$ cat src/fcrl_pkg.sv
package fcrl_pkg;

    localparam int QUEUE_DEPTH = 4;

    localparam logic [2:0] FRAME_LAST_BEAT = 3'd6;
    localparam logic [2:0] RX_LAST_INDEX   = 3'd6;

    // input item kinds
    localparam logic [1:0] KIND_START = 2'd0;
    localparam logic [1:0] KIND_BYTE  = 2'd1;
    localparam logic [1:0] KIND_TICK  = 2'd2;

    // result kinds
    localparam logic RES_TX   = 1'b0;
    localparam logic RES_DONE = 1'b1;

    // finish status
    localparam logic ST_GOOD   = 1'b0;
    localparam logic ST_FAILED = 1'b1;

    // configuration register indexes
    localparam logic [1:0] REG_SYNC  = 2'd0;
    localparam logic [1:0] REG_FIRST = 2'd1;
    localparam logic [1:0] REG_RETRY = 2'd2;
    localparam logic [1:0] REG_TRIES = 2'd3;

    localparam logic [7:0] SYNC_RESET  = 8'd117;
    localparam logic [7:0] FIRST_RESET = 8'd10;
    localparam logic [7:0] RETRY_RESET = 8'd4;
    localparam logic [3:0] TRIES_RESET = 4'd2;

    typedef enum logic [1:0] {
        PH_IDLE,
        PH_WAIT_FIRST,
        PH_WAIT_SECOND
    } t_phase;

    typedef struct packed {
        logic [1:0] kind;
        logic [7:0] command;
        logic [7:0] arg_one;
        logic [7:0] arg_two;
        logic [7:0] arg_three;
        logic [7:0] arg_four;
        logic       skip_first_reply;
        logic [7:0] rx_byte;
    } t_in_item;

    typedef struct packed {
        logic       result_kind;
        logic [7:0] tx_byte;
        logic       tx_last;
        logic       status;
        logic [7:0] reply_result;
        logic [7:0] reply_data_one;
        logic [7:0] reply_data_two;
        logic [7:0] reply_data_three;
    } t_out_item;

    typedef struct packed {
        logic [7:0] sync_byte;
        logic [7:0] first_wait_ticks;
        logic [7:0] retry_wait_ticks;
        logic [3:0] max_tries;
    } t_cfg;

    // one queued job: a whole frame to send, or a finish beat
    typedef struct packed {
        logic        result_kind;
        logic        status;
        logic [7:0]  sync_byte;
        logic [39:0] body;
        logic [7:0]  checksum;
        logic [31:0] reply;
    } t_job;

endpackage

$ cat src/fcrl_queue.sv
module fcrl_queue #(
    parameter int DEPTH = fcrl_pkg::QUEUE_DEPTH
) (
    input  logic          i_clk,
    input  logic          i_rst_n,
    input  logic          i_push,
    input  fcrl_pkg::t_job i_entry,
    input  logic          i_pop,
    output fcrl_pkg::t_job o_head,
    output logic          o_full,
    output logic          o_empty
);

    localparam int PTR_W = (DEPTH > 1) ? $clog2(DEPTH) : 1;
    localparam int CNT_W = $clog2(DEPTH + 1);

    fcrl_pkg::t_job r_mem [DEPTH];
    logic [PTR_W-1:0] r_wr_ptr, n_wr_ptr;
    logic [PTR_W-1:0] r_rd_ptr, n_rd_ptr;
    logic [CNT_W-1:0] r_count, n_count;
    logic             do_push, do_pop;

    assign o_full  = (r_count == CNT_W'(DEPTH));
    assign o_empty = (r_count == '0);
    assign o_head  = r_mem[r_rd_ptr];
    assign do_push = i_push && !o_full;
    assign do_pop  = i_pop && !o_empty;

    always_comb begin
        n_wr_ptr = r_wr_ptr;
        n_rd_ptr = r_rd_ptr;
        n_count  = r_count;
        if (do_push) begin
            n_wr_ptr = (r_wr_ptr == PTR_W'(DEPTH - 1)) ? '0 : r_wr_ptr + 1'b1;
        end
        if (do_pop) begin
            n_rd_ptr = (r_rd_ptr == PTR_W'(DEPTH - 1)) ? '0 : r_rd_ptr + 1'b1;
        end
        if (do_push && !do_pop) begin
            n_count = r_count + 1'b1;
        end else if (do_pop && !do_push) begin
            n_count = r_count - 1'b1;
        end
    end

    always_ff @(posedge i_clk) begin
        if (!i_rst_n) begin
            r_wr_ptr <= '0;
            r_rd_ptr <= '0;
            r_count  <= '0;
        end else begin
            r_wr_ptr <= n_wr_ptr;
            r_rd_ptr <= n_rd_ptr;
            r_count  <= n_count;
        end
    end

    always_ff @(posedge i_clk) begin
        if (do_push) begin
            r_mem[r_wr_ptr] <= i_entry;
        end
    end

endmodule

$ cat src/fcrl_front.sv
module fcrl_front (
    input  logic              i_clk,
    input  logic              i_rst_n,
    input  fcrl_pkg::t_cfg     i_cfg,
    input  logic              i_valid,
    input  fcrl_pkg::t_in_item i_item,
    input  logic              i_queue_full,
    output logic              o_stall,
    output logic              o_push,
    output fcrl_pkg::t_job     o_job
);

    fcrl_pkg::t_phase r_phase, n_phase;
    logic [7:0]  r_wait_left, n_wait_left;
    logic [3:0]  r_tries_left, n_tries_left;
    logic [2:0]  r_rx_count, n_rx_count;
    logic [7:0]  r_rx_sum;
    logic [7:0]  r_rx_body [5];
    logic [39:0] r_body;
    logic [7:0]  r_tx_sum;
    logic        r_mode;

    logic        accept, active;
    logic        ev_start, ev_byte, ev_tick;
    logic        byte_take, frame_end, skip, good, timeout, lose, give_up, retry;
    logic [39:0] new_body;
    logic [7:0]  new_sum;
    logic [7:0]  rx_b;

    assign o_stall = i_queue_full;
    assign accept  = i_valid && !i_queue_full;
    assign active  = (r_phase != fcrl_pkg::PH_IDLE);
    assign rx_b    = i_item.rx_byte;

    assign new_body = {i_item.arg_four, i_item.arg_three, i_item.arg_two,
                       i_item.arg_one, i_item.command};
    assign new_sum  = i_item.command + i_item.arg_one + i_item.arg_two
                    + i_item.arg_three + i_item.arg_four;

    // event decode
    always_comb begin
        ev_start  = accept && (i_item.kind == fcrl_pkg::KIND_START);
        ev_byte   = accept && active && (i_item.kind == fcrl_pkg::KIND_BYTE);
        ev_tick   = accept && active && (i_item.kind == fcrl_pkg::KIND_TICK);
        byte_take = ev_byte && ((r_rx_count != 3'd0) || (rx_b == i_cfg.sync_byte));
        frame_end = byte_take && (r_rx_count == fcrl_pkg::RX_LAST_INDEX);
        skip      = frame_end && (r_phase == fcrl_pkg::PH_WAIT_FIRST) && r_mode;
        good      = frame_end && !skip && (r_rx_sum == rx_b) && (r_rx_body[0] == 8'd0);
        timeout   = ev_tick && (r_wait_left <= 8'd1);
        lose      = (frame_end && !skip && !good) || timeout;
        give_up   = lose && (r_tries_left <= 4'd1);
        retry     = lose && !give_up;
    end

    // next state
    always_comb begin
        n_phase = r_phase;
        if (ev_start || retry) begin
            n_phase = fcrl_pkg::PH_WAIT_FIRST;
        end else if (skip) begin
            n_phase = fcrl_pkg::PH_WAIT_SECOND;
        end else if (good || give_up) begin
            n_phase = fcrl_pkg::PH_IDLE;
        end
    end

    // counters and queue push
    always_comb begin
        n_wait_left  = r_wait_left;
        n_tries_left = r_tries_left;
        n_rx_count   = r_rx_count;
        if (ev_start || skip) begin
            n_wait_left = i_cfg.first_wait_ticks;
        end else if (good || give_up) begin
            n_wait_left = 8'd0;
        end else if (retry) begin
            n_wait_left = i_cfg.retry_wait_ticks;
        end else if (ev_tick) begin
            n_wait_left = r_wait_left - 8'd1;
        end

        if (ev_start) begin
            n_tries_left = i_cfg.max_tries;
        end else if (give_up) begin
            n_tries_left = 4'd0;
        end else if (retry) begin
            n_tries_left = r_tries_left - 4'd1;
        end

        if (ev_start || frame_end) begin
            n_rx_count = 3'd0;
        end else if (byte_take) begin
            n_rx_count = r_rx_count + 3'd1;
        end

        o_push            = ev_start || retry || good || give_up;
        o_job.result_kind = (good || give_up) ? fcrl_pkg::RES_DONE : fcrl_pkg::RES_TX;
        o_job.status      = give_up ? fcrl_pkg::ST_FAILED : fcrl_pkg::ST_GOOD;
        o_job.sync_byte   = i_cfg.sync_byte;
        o_job.body        = ev_start ? new_body : r_body;
        o_job.checksum    = ev_start ? new_sum : r_tx_sum;
        o_job.reply       = good ? {r_rx_body[1], r_rx_body[2], r_rx_body[3], r_rx_body[4]}
                                 : 32'd0;
    end

    always_ff @(posedge i_clk) begin
        if (!i_rst_n) begin
            r_phase      <= fcrl_pkg::PH_IDLE;
            r_wait_left  <= 8'd0;
            r_tries_left <= 4'd0;
            r_rx_count   <= 3'd0;
        end else begin
            r_phase      <= n_phase;
            r_wait_left  <= n_wait_left;
            r_tries_left <= n_tries_left;
            r_rx_count   <= n_rx_count;
        end
    end

    always_ff @(posedge i_clk) begin
        if (ev_start) begin
            r_body   <= new_body;
            r_tx_sum <= new_sum;
            r_mode   <= i_item.skip_first_reply;
        end
        if (byte_take) begin
            if (r_rx_count == 3'd0) begin
                r_rx_sum <= 8'd0;
            end else if (r_rx_count != fcrl_pkg::RX_LAST_INDEX) begin
                r_rx_sum <= r_rx_sum + rx_b;
            end
        end
        for (int j = 0; j < 5; j++) begin
            if (byte_take && (r_rx_count == 3'(j + 1))) begin
                r_rx_body[j] <= rx_b;
            end
        end
    end

endmodule

$ cat src/fcrl_back.sv
module fcrl_back (
    input  logic               i_clk,
    input  logic               i_rst_n,
    input  fcrl_pkg::t_job      i_head,
    input  logic               i_empty,
    output logic               o_pop,
    input  logic               i_stall,
    output logic               o_valid,
    output fcrl_pkg::t_out_item o_item
);

    logic [2:0]          r_beat, n_beat;
    logic                r_valid;
    fcrl_pkg::t_out_item r_item, n_item;
    logic                load;
    logic [7:0]          frame_byte;

    assign load    = !i_empty && (!r_valid || !i_stall);
    assign o_valid = r_valid;
    assign o_item  = r_item;

    always_comb begin
        case (r_beat)
            3'd0:    frame_byte = i_head.sync_byte;
            3'd1:    frame_byte = i_head.body[7:0];
            3'd2:    frame_byte = i_head.body[15:8];
            3'd3:    frame_byte = i_head.body[23:16];
            3'd4:    frame_byte = i_head.body[31:24];
            3'd5:    frame_byte = i_head.body[39:32];
            default: frame_byte = i_head.checksum;
        endcase
    end

    always_comb begin
        n_beat = r_beat;
        o_pop  = 1'b0;
        n_item = '0;
        n_item.result_kind = i_head.result_kind;
        if (i_head.result_kind == fcrl_pkg::RES_DONE) begin
            n_item.status           = i_head.status;
            n_item.reply_result     = i_head.reply[31:24];
            n_item.reply_data_one   = i_head.reply[23:16];
            n_item.reply_data_two   = i_head.reply[15:8];
            n_item.reply_data_three = i_head.reply[7:0];
            o_pop = load;
        end else begin
            n_item.tx_byte = frame_byte;
            n_item.tx_last = (r_beat == fcrl_pkg::FRAME_LAST_BEAT);
            if (load) begin
                if (r_beat == fcrl_pkg::FRAME_LAST_BEAT) begin
                    n_beat = 3'd0;
                    o_pop  = 1'b1;
                end else begin
                    n_beat = r_beat + 3'd1;
                end
            end
        end
    end

    always_ff @(posedge i_clk) begin
        if (!i_rst_n) begin
            r_beat  <= 3'd0;
            r_valid <= 1'b0;
        end else begin
            r_beat <= n_beat;
            if (load) begin
                r_valid <= 1'b1;
            end else if (!i_stall) begin
                r_valid <= 1'b0;
            end
        end
    end

    always_ff @(posedge i_clk) begin
        if (load) begin
            r_item <= n_item;
        end
    end

endmodule

$ cat src/framed_command_retry_link.sv
// Channel   Dir  Handshake                  Payload
// in        in   i_in_valid / o_in_stall    i_in_data  (fcrl_pkg::t_in_item)
// out       out  o_out_valid / i_out_stall  o_out_data (fcrl_pkg::t_out_item)
// config    in   APB psel/penable/pwrite    paddr[3:0], pwdata, prdata
//
// Flow: every input beat is taken while the job queue has room; a start or
//   retry then needs seven output beats for its frame, a finish one. Output
//   is one beat per cycle unless stalled, set by the single output register.
// Reset: synchronous, active low; clears phase, counters, queue and output
//   valid, and loads the configuration defaults.
// Stalls: the front stalls only on a full job queue; the back holds a valid
//   output beat while i_out_stall is high.
module framed_command_retry_link #(
    parameter int QUEUE_DEPTH = fcrl_pkg::QUEUE_DEPTH
) (
    input  logic               i_clk,
    input  logic               i_rst_n,
    input  logic               i_in_valid,
    output logic               o_in_stall,
    input  fcrl_pkg::t_in_item  i_in_data,
    output logic               o_out_valid,
    input  logic               i_out_stall,
    output fcrl_pkg::t_out_item o_out_data,
    input  logic               psel,
    input  logic               penable,
    input  logic               pwrite,
    input  logic [3:0]         paddr,
    input  logic [31:0]        pwdata,
    output logic [31:0]        prdata,
    output logic               pready
);

    fcrl_pkg::t_cfg r_cfg;
    fcrl_pkg::t_job push_job, head_job;
    logic           push, pop, q_full, q_empty;
    logic           cfg_wr;

    assign pready = 1'b1;
    assign cfg_wr = psel && penable && pwrite;

    // Write the register at the access cycle; byte lanes beyond its width drop.
    always_ff @(posedge i_clk) begin
        if (!i_rst_n) begin
            r_cfg.sync_byte        <= fcrl_pkg::SYNC_RESET;
            r_cfg.first_wait_ticks <= fcrl_pkg::FIRST_RESET;
            r_cfg.retry_wait_ticks <= fcrl_pkg::RETRY_RESET;
            r_cfg.max_tries        <= fcrl_pkg::TRIES_RESET;
        end else if (cfg_wr) begin
            unique case (paddr[3:2])
                fcrl_pkg::REG_SYNC:  r_cfg.sync_byte        <= pwdata[7:0];
                fcrl_pkg::REG_FIRST: r_cfg.first_wait_ticks <= pwdata[7:0];
                fcrl_pkg::REG_RETRY: r_cfg.retry_wait_ticks <= pwdata[7:0];
                fcrl_pkg::REG_TRIES: r_cfg.max_tries        <= pwdata[3:0];
                default: ;
            endcase
        end
    end

    // Read back is combinational; every address in range maps to a register.
    always_comb begin
        unique case (paddr[3:2])
            fcrl_pkg::REG_SYNC:  prdata = {24'd0, r_cfg.sync_byte};
            fcrl_pkg::REG_FIRST: prdata = {24'd0, r_cfg.first_wait_ticks};
            fcrl_pkg::REG_RETRY: prdata = {24'd0, r_cfg.retry_wait_ticks};
            fcrl_pkg::REG_TRIES: prdata = {28'd0, r_cfg.max_tries};
            default:             prdata = 32'd0;
        endcase
    end

    // Front: framer, wait and try counters; turns each beat into at most one job.
    fcrl_front u_front (
        .i_clk        (i_clk),
        .i_rst_n      (i_rst_n),
        .i_cfg        (r_cfg),
        .i_valid      (i_in_valid),
        .i_item       (i_in_data),
        .i_queue_full (q_full),
        .o_stall      (o_in_stall),
        .o_push       (push),
        .o_job        (push_job)
    );

    // Job queue: decouples command bookkeeping from the byte-serial output.
    fcrl_queue #(
        .DEPTH (QUEUE_DEPTH)
    ) u_queue (
        .i_clk   (i_clk),
        .i_rst_n (i_rst_n),
        .i_push  (push),
        .i_entry (push_job),
        .i_pop   (pop),
        .o_head  (head_job),
        .o_full  (q_full),
        .o_empty (q_empty)
    );

    // Back: expand frame jobs into seven beats, finish jobs into one.
    fcrl_back u_back (
        .i_clk   (i_clk),
        .i_rst_n (i_rst_n),
        .i_head  (head_job),
        .i_empty (q_empty),
        .o_pop   (pop),
        .i_stall (i_out_stall),
        .o_valid (o_out_valid),
        .o_item  (o_out_data)
    );

endmodule

$ cat config.mk
export PLATFORM = sky130hd
export DESIGN_NAME = framed_command_retry_link
export DESIGN_NICKNAME = d
export VERILOG_FILES = /design/src/fcrl_pkg.sv /design/src/fcrl_queue.sv /design/src/fcrl_front.sv /design/src/fcrl_back.sv /design/src/framed_command_retry_link.sv
export SDC_FILE = /design/constraint.sdc
export NUM_CORES = 1
export LEC_CHECK = 0
export BUFFER_PORTS_ARGS = -buffer_cell sky130_fd_sc_hd__buf_4
export CAP_MARGIN = 0
export CELL_PAD_IN_SITES_DETAIL_PLACEMENT = 0
export CELL_PAD_IN_SITES_GLOBAL_PLACEMENT = 2
export CORE_ASPECT_RATIO = 0.7
export CORE_MARGIN = 5
export CORE_UTILIZATION = 35
export DETAILED_ROUTE_END_ITERATION = 6
export HOLD_SLACK_MARGIN = 0.05
export PLACE_DENSITY_LB_ADDON = 0.05
export SLEW_MARGIN = 15
export SYNTH_ARGS = -nofsm -noshare
export SYNTH_HDL_FRONTEND = slang
export SYNTH_HIERARCHICAL = 1
export SYNTH_SLANG_ARGS = --single-unit
$ cat constraint.sdc
create_clock -name i_clk -period 4.3 [get_ports i_clk]
set_clock_uncertainty 0.2 [all_clocks]
set_input_delay 0.215 -clock i_clk [delete_from_list [all_inputs] [get_ports i_clk]]
set_output_delay 0.215 -clock i_clk [all_outputs]
set_load 0.03 [all_outputs]
==> flow_metrics.env <==
export IMPL_routabilityCongestion=0.733
export IMPL_p_leak_nw=9.65
export IMPL_cts_root_buf="clkbuf_16"
export IMPL_wirelength_mm=57.6
export IMPL_finalSetupTns_ps=0
export IMPL_die_area_um2=72000
export IMPL_initial_utilization_pct=35.2
export IMPL_first_pass_iters=5
export IMPL_relSlewSlack_pct=18.5
export IMPL_synth_common_cells="edfxtp_1 (452), nand2_1 (140), dfxtp_1 (106), mux4_2 (94), inv_1 (82)"
export IMPL_pwr_share_seq_pct=47.2
export IMPL_fp_dieH_um=226
export IMPL_synthTopCellsByArea="edfxtp_1 (58%), dfxtp_1 (9.1%), mux4_2 (9.1%), nand2_1 (2.3%), and2_1 (2.1%)"
export IMPL_grt_pass1_wl_mm=86.3
export IMPL_synthCells=1471
export IMPL_seq_area_frac_synth_pct=67.3
export IMPL_peakVddDrop_uv=288
export IMPL_initialDrtViolationCount=679
export IMPL_synth_seq_cells=558
export IMPL_combPwrFrac_pct=19.0
export IMPL_io_pins=172
export IMPL_powerDensity_nw_per_um2=516
export IMPL_clock_sinks=558
export IMPL_startpoint_type="input port"
export IMPL_h_tree_depth=2
export IMPL_cts_buffers=56
export IMPL_synth_top_flop_cell="edfxtp_1"
export IMPL_power_switching_mw=3.94
export IMPL_maxCapViolations=0
export IMPL_cts_tree="yes"
export IMPL_port_buffers=120
export IMPL_hold_viol_final=0
export IMPL_grt_max_degree=66
export IMPL_drive_gt1_share_pct=21.6
export IMPL_setup_viol=0
export IMPL_core_area_um2=66200
export IMPL_required_ps=4460
export IMPL_fp_dieW_um=319
export IMPL_critical_path_max_fanout=5
export IMPL_ys_warn_count=6
export IMPL_post_cts_resized=0
export IMPL_total_power_mw=14.2
export IMPL_synth_top_area_share_pct=58.2
export IMPL_n_fill_cell=6107
export IMPL_synth_cell_types=77
export IMPL_postCtsHoldBufs=65
export IMPL_postSynth_asyncResetShare_pct=0
export IMPL_outcome="complete, no violations"
export IMPL_period_needed_ps=3940
export IMPL_hpwl_mm=36.6
export IMPL_dpl_cell_area_um2=25100
export IMPL_syn2layout_area_growth_pct=18.2
export IMPL_tightest_slew_ps=1220
export IMPL_syn_area_um2=23300
export IMPL_finalCritPeriodShare_pct=91.6
export IMPL_arrival_ps=4100
export IMPL_min_path_type="in2reg"
export IMPL_yosysTopAreaCell="edfxtp_1"
export IMPL_post_route_util_pct=41.6
export IMPL_whs_ps=79.2
export IMPL_setup_slack_ps=360
export IMPL_rsz0062_at_grt="no"
export IMPL_diodes=0
export IMPL_wl_per_cell_um=22.0
export IMPL_post_cts_buffers=0
export IMPL_syn_avg_cell_area_um2=15.9
export IMPL_switching_share_pct=27.7
export IMPL_yosysMostFrequentCell="edfxtp_1"
export IMPL_slew_violations=0
export IMPL_antenna_found_initial=2
export IMPL_vias=12600
export IMPL_finalNetCount=1822
export IMPL_instances_no_fill=2614
export IMPL_worstSetupPathType="in2reg"
export IMPL_post_place_ws_ps=236
export IMPL_placed_cells=2443
export IMPL_clock_fmax_mhz=254
export IMPL_cts_clk_slew_worst_paths_ps=60
export IMPL_clock_latency_ps=630
export IMPL_via_per_inst=4.80
export IMPL_final_area_um2=27600
export IMPL_rows=79
export IMPL_grt_pass1_vias=12800
export IMPL_synth_edff_count=452
export IMPL_internal_power_mw=10.3
export IMPL_cts_buffer_depth=3
export IMPL_crit_path_end_kind="flip-flop"
export IMPL_drtAntennaViolNets=0
export IMPL_clkPwrFrac_pct=33.9
export IMPL_grtUsageTotal_pct=15.9
export IMPL_grt_ovfl_total=0
export IMPL_post_route_drc_count=0
[final timing paths]
check	start	to	slack (ps)	cells after the start
min	i_in_data[43]	u_front/r_body[2]	80	3
max	i_in_data[18]	u_queue/r_mem[2][39]	360	15
max reg2reg	u_queue/r_count[0]	u_queue/r_count[2]	770	14
min reg2reg	r_cfg[14]	r_cfg[14]	280	2
[critical path, cell delays in order]
cell,delay (ps)
dlygate4sd3_1,530
buf_4,130
inv_1,80
fa_1,460
fa_1,500
fa_1,510
inv_1,40
ha_1,220
fa_1,400
a21oi_1,150
nor2_1,60
nor2_1,150
o21ai_0,130
xnor2_1,140
o21ai_0,390
[layout make-up]
cell class                      count  area (um^2)  area share [%]
Sequential cell                   558        15700            57.0
Clock inverter                     27          246           0.895
Timing Repair Buffer              226         1960            7.11
Multi-Input combinational cell    751         6660            24.2
Inverter                           82          308            1.12
Tap cell                          891         1110            4.05
Clock buffer                       79         1570            5.69
[cell families (layout without fill, tap and decap cells)]
logic type	count (synthesis)	count (layout)	share of synthesized area (%)
AOI/OAI and AO/OA	153	153	4.43
xor gates and xnor gates	30	30	1.13
adders and majority gates	53	53	3.55
buffers and inverters	185	414	4.63
DFF	558	558	67.3
muxes	140	140	11.1
other	2	25	0.0322
and+or+nand+nor	350	350	7.82
[routing by layer]
layer,vias up,share of wire [%],track usage (%)
li1,5835,-,-
met1,6448,50,24.5
met2,204,44,24.0
met3,67,4.3,2.77
met4,0,1.4,3.12
met5,-,0,0
[sequential cells by signal, summed over array words and instances (netlist names), 3 cells and up, named ones only]
signal and count:
u_front/r_wait_left 8, u_back/r_beat 3, u_front/r_rx_sum 8, u_queue/r_mem 360
u_front/r_rx_body 40, u_front/r_body 40, u_back/o_item 43, u_front/r_tx_sum 8
u_front/r_rx_count 3, u_queue/r_count 3, r_cfg 28, u_front/r_tries_left 4
[power groups by stage]
stage          Clock, mW  Combinational [mW]  Sequential [mW]
2_1_floorplan          0                1.44             7.15
3_3_place_gp           0                2.70             6.82
3_5_place_dp           0                2.70             6.83
4_1_cts             4.98                2.75             6.72
5_1_grt             5.21                2.97             6.76
6_report            4.81                2.70             6.71
[cells in the final DEF, fill, tap and decap left out, drive strengths merged, types with 4 or more instances in the layout]
cell type    count
edfxtp         452
buf            161
nand2          141
dfxtp          106
mux4            94
inv             82
and2            80
clkbuf          79
dlygate4sd3     65
o21ai           53
mux2i           37
nor2            33
ha              31
conb            25
a21oi           25
clkinv          24
fa              22
nor2b           18
xor2            16
nand3           15
nor3            14
xnor2           14
a211oi          12
mux2             9
and3             8
o31ai            7
a21o             7
a221oi           7
nor4             7
nor3b            7
nand2b           6
o211ai           6
a21boi           6
o221a            6
or3              4
(Power assumes the default switching activity.)
